[src/design/qrs_pkg.sv]
// Shared types and constants for the quadratic root solver.
package qrs_pkg;

    localparam int COEF_W   = 16;
    localparam int RAD_W    = 50;   // discriminant shifted up by 16
    localparam int SQ_W     = 25;   // square root width
    localparam int SREM_W   = 27;   // square root remainder width
    localparam int NUM_W    = 27;   // numerator -B*256 +/- S
    localparam int DVD_W    = 36;   // divider dividend width
    localparam int DVS_W    = 18;   // divider divisor width
    localparam int Q_DEPTH  = 4;
    localparam int Q_AW     = 2;

    localparam logic [1:0] ST_OK   = 2'd0;
    localparam logic [1:0] ST_AZERO = 2'd1;
    localparam logic [1:0] ST_SAT  = 2'd2;

    typedef struct packed {
        logic signed [COEF_W-1:0] a;
        logic signed [COEF_W-1:0] b;
        logic                     azero;
        logic                     dpos;
        logic                     dzero;
    } info_t;

    typedef struct packed {
        info_t             info;
        logic [SQ_W-1:0]   s;
    } mid_t;

    typedef struct packed {
        logic [1:0]         count;
        logic signed [31:0] rp;
        logic signed [31:0] rm;
        logic [1:0]         status;
    } res_t;

endpackage

[src/design/qrs_queue.sv]
// Small queue between the front and back pipelines.
module qrs_queue
(
    input  logic          clk,
    input  logic          rst_n,
    input  logic          push,
    input  qrs_pkg::mid_t push_data,
    output logic          full,
    output logic          not_empty,
    input  logic          pop,
    output qrs_pkg::mid_t pop_data
);

    qrs_pkg::mid_t                mem_reg [0:qrs_pkg::Q_DEPTH-1];
    logic [qrs_pkg::Q_AW-1:0]     wp_reg, rp_reg;
    logic [qrs_pkg::Q_AW:0]       cnt_reg;

    assign full      = (cnt_reg == (qrs_pkg::Q_AW+1)'(qrs_pkg::Q_DEPTH));
    assign not_empty = (cnt_reg != '0);
    assign pop_data  = mem_reg[rp_reg];

    always_ff @(posedge clk or negedge rst_n)
    begin
        if (!rst_n)
        begin
            wp_reg  <= '0;
            rp_reg  <= '0;
            cnt_reg <= '0;
        end
        else
        begin
            if (push)
            begin
                wp_reg <= wp_reg + 1'b1;
            end
            if (pop)
            begin
                rp_reg <= rp_reg + 1'b1;
            end
            if (push && !pop)
            begin
                cnt_reg <= cnt_reg + 1'b1;
            end
            else if (pop && !push)
            begin
                cnt_reg <= cnt_reg - 1'b1;
            end
        end
    end

    always_ff @(posedge clk)
    begin
        if (push)
        begin
            mem_reg[wp_reg] <= push_data;
        end
    end

endmodule

[config.mk]
export PLATFORM = sky130hd
export DESIGN_NAME = qrs_queue
export DESIGN_NICKNAME = d
export VERILOG_FILES = /design/src/design/qrs_pkg.sv /design/src/design/qrs_queue.sv
export SDC_FILE = /design/constraint.sdc
export NUM_CORES = 1
export LEC_CHECK = 0
export BUFFER_PORTS_ARGS = -buffer_cell sky130_fd_sc_hd__buf_4
export CAP_MARGIN = 20
export CORE_MARGIN = 2
export CORE_UTILIZATION = 57
export CTS_CLUSTER_DIAMETER = 80
export CTS_CLUSTER_SIZE = 28
export DETAILED_ROUTE_END_ITERATION = 10
export PLACE_DENSITY = 0.82
export SYNTH_ARGS = -nofsm -noshare
export SYNTH_HDL_FRONTEND = slang
export SYNTH_SLANG_ARGS = --single-unit
export TNS_END_PERCENT = 1
[constraint.sdc]
create_clock -name clk -period 3.4 [get_ports clk]
set_input_delay 0.34 -clock clk [delete_from_list [all_inputs] [get_ports clk]]
set_output_delay 0.34 -clock clk [all_outputs]
set_load 0.02 [all_outputs]
==> flow_summary_export.csv <==
group,metric,value,unit
timing,skew,0.007125,ns
power_and_ir_drop,combPwrFrac,35.5,%
timing,fin_tns_setup,0,ns
clock_tree,insertion_delay,0.46,ns
floorplan,die_area,0.01703,mm^2
place,pre_cts_ws,1.345,ns
clock_tree,cts_buffer_depth,3,
global_route,use_met2,28.77,%
global_route,grt_overflow,0,
clock_tree,clock-sinks,247,
power_and_ir_drop,p_sw,2.758,mW
power_and_ir_drop,power_frac_seq,46.4,%
yosys,yosys_warnings,0,
global_route,use_met1,24.92,%
clock_tree,clk_pin_slew,0.10,ns
clock_tree,cts-resized-gates,0,
clock_tree,cts_tree,"built",
routing,via_per_inst,5.526,
yosys,postSynthCellCount,348,
clock_tree,ctsHoldBuffers,1,
layout,drive_above_1_share,43.44,%
yosys,synth_fa_ha_area_share,0.9052,%
global_route,grt_pass1_vias,4051,
setup_path,required,3.06,ns
timing,fmax,395.8,MHz
yosys,synth_area,0.009122,mm^2
yosys,synthMuxAreaShare,15.02,%
layout,nFillCells,1032,
layout,fin_nets,552,
yosys,synth_xor_area_share,0.5761,%
run_status,status,"finished, final reports clean",
routing,drtIter0Drc,328,
setup_path,cp_slowest_cell,"dfrtp_2",
timing,setup_violations,0,
yosys,synth_cell_types,20,
routing,drc_errors,0,
floorplan,io_pins,126,
timing,slew_violations,0,
global_route,grt_pass1_wl,22610,um
setup_path,critPathKind,"reg -> out",
floorplan,dieHeight,130.5,um
setup_path,arrival,2.19,ns
timing,hold_viol_final,0,
setup_path,cp-start-kind,"flip-flop",
timing,final.min_clock_period,2.527,ns
setup_path,critPathMaxStageDelay,0.80,ns
layout,final_common_cell,"edfxtp_1",
routing,first_pass_iters,4,
power_and_ir_drop,irDropWorstVdd,0.6834,mV
floorplan,initial_core_util,57.85,%
layout,largest_register_ffs,240,
clock_tree,cts_setup_buffers,0,
flow_run,maxCapViolCount,0,
timing,rsz0062_at_grt,"no",
timing,worst_slack,0.8733,ns
layout,syn2layout_area_growth,17.01,%
setup_path,crit_chain,"buf_12 > mux4_2 > buf_4",
layout,most-common-layout-cells,"edfxtp_1 (240), buf_4 (129), mux4_2 (58), clkbuf_16 (13), clkbuf_1 (6)",
yosys,avgSynthCellArea,26.21,um^2
timing,worstMarginPinSlew,0.9222,ns
global_route,grt_max_degree,63,
layout,n_antenna_cell,0,
power_and_ir_drop,sw_frac_of_total,30.54,%
place,dp_hpwl,9362,um
global_route,met3_usage,5.782,%
power_and_ir_drop,p_int,6.273,mW
global_route,antenna_found_initial,0,
floorplan,rows,46,
yosys,synth_fp_nets,418,
yosys,synthSimpleGateAreaFrac,0.5486,%
place,io_buffers,125,
global_route,busiest_layer,"met2",
yosys,seq_area_frac_synth,80.92,%
clock_tree,cts_buffers,12,
setup_path,worstSetupEndpointType,"output port",
place,placed_cell_area,0.01029,mm^2
routing,wire_per_inst,21.26,um
worst_hold_path,hold_path_class,"in -> reg",
power_and_ir_drop,power_density,846.1,mW/mm^2
yosys,ys_ff_latch,247,
floorplan,die_w,130.5,um
layout,design_area,0.01067,mm^2
place,place_congestion,0.7042,
yosys,synth_top_family_by_area,"multiplexers",
setup_path,critPathMaxFanout,36,
layout,seqCellArea,0.007387,mm^2
timing,max_slew_margin,38.52,%
power_and_ir_drop,clockPowerShare,18.0,%
layout,multi_input_area,0.001565,mm^2
routing,finalWirelength,14970,um
yosys,synth_compound_area_share,0.05486,%
power_and_ir_drop,p_leak,3.632,nW
routing,vias,3890,
timing,post-route-period-util,74.31,%
routing,antenna_left,0,
clock_tree,clockRootBuffer,"clkbuf_16",
clock_tree,h-tree-depth,1,
floorplan,core-area,0.01577,mm^2
global_route,grt_util_all_layers,17.81,%
==> metal layers <==
layer | vias up | share of wire [%]
met3 | 12 | 8.0
met4 | 0 | 0.82
met2 | 101 | 50
met1 | 2042 | 41
li1 | 1735 | -
met5 | - | 0
==> worst paths after layout <==
path	from	end	slack [ns]	cells past startpoint
worst max-delay path	rp_reg[1]	pop_data[34]	0.87	3
worst min-delay path	push_data[20]	mem_reg[0][20]	0.07	1
worst max register to register	wp_reg[1]	mem_reg[0][36]	1.36	4
worst min register to register	cnt_reg[2]	cnt_reg[2]	0.50	1
max in group asynchronous	rst_n	rp_reg[0]	3.04	2
min in group asynchronous	rst_n	rp_reg[0]	0.22	2
==> power by group through the flow <==
stage	clock (mW)	sequential [mW]	combinational [mW]
final	1.63	4.19	3.21
after CTS	1.68	4.20	3.28
after detailed placement	0	4.27	3.27
after floorplan	0	4.16	2.26
after global placement	0	4.22	3.25
after global routing	1.78	4.25	3.43
==> logic make-up (layout without fill, tap and decap cells) <==
| group | Yosys count | count (layout) |
|---|---|---|
| flip-flops | 247 | 247 |
| multiplexers | 61 | 61 |
| buffers and inverters | 18 | 158 |
| AND/OR/NAND/NOR | 9 | 9 |
| adder cells (fa/ha/maj) | 6 | 6 |
| XOR/XNOR | 6 | 6 |
| AO/OA/AOI/OAI | 1 | 1 |
==> cell type report <==
cell class                 count  area share, %
sequential                   247          69.21
multi-input combinational     83          14.66
timing repair buffer         134          9.917
clock buffer                  19          3.259
clock inverter                 1         0.2813
inverter                       4         0.1407
tap                          216          2.532
==> worst max-delay path: cells and delay by family, from the launching register on <==
kind	cells	cell delay, ns
muxes	1	0.39
buffers and inverters	2	0.48
DFF	1	0.80
==> synthesized netlist by cell type <==
master	count	share of area (%)
mux4_1	2	0.58
nand2_1	2	0.082
mux4_2	58	14
buf_6	1	0.12
nor3b_1	1	0.082
xor2_1	4	0.38
inv_1	4	0.16
and2_1	4	0.27
mux2_2	1	0.12
fa_1	1	0.22
buf_12	6	1.3
clkbuf_1	1	0.041
edfxtp_1	240	79
ha_1	5	0.69
nor2_1	1	0.041
or3_1	1	0.069
xnor2_1	2	0.19
dfrtp_1	7	1.9
o21ai_0	1	0.055
buf_2	6	0.33
==> stage by stage <==
| stage | utilization (%) | hold slack, ns | std cells | total power [mW] |
|---|---|---|---|---|
| 6_report | 67.68 | 0.07125 | 704 | 9.031 |
| 3_5_place_dp | 65.23 | 0.1595 | 683 | 7.541 |
| 2_1_floorplan | - | 0.04441 | 348 | 6.425 |
| 3_3_place_gp | 65.23 | 0.1557 | 683 | 7.478 |
| 4_1_cts | 67.68 | 0.05275 | 704 | 9.162 |
| 5_1_grt | 67.68 | 0.04432 | 704 | 9.455 |
(Power assumes the default switching activity.)
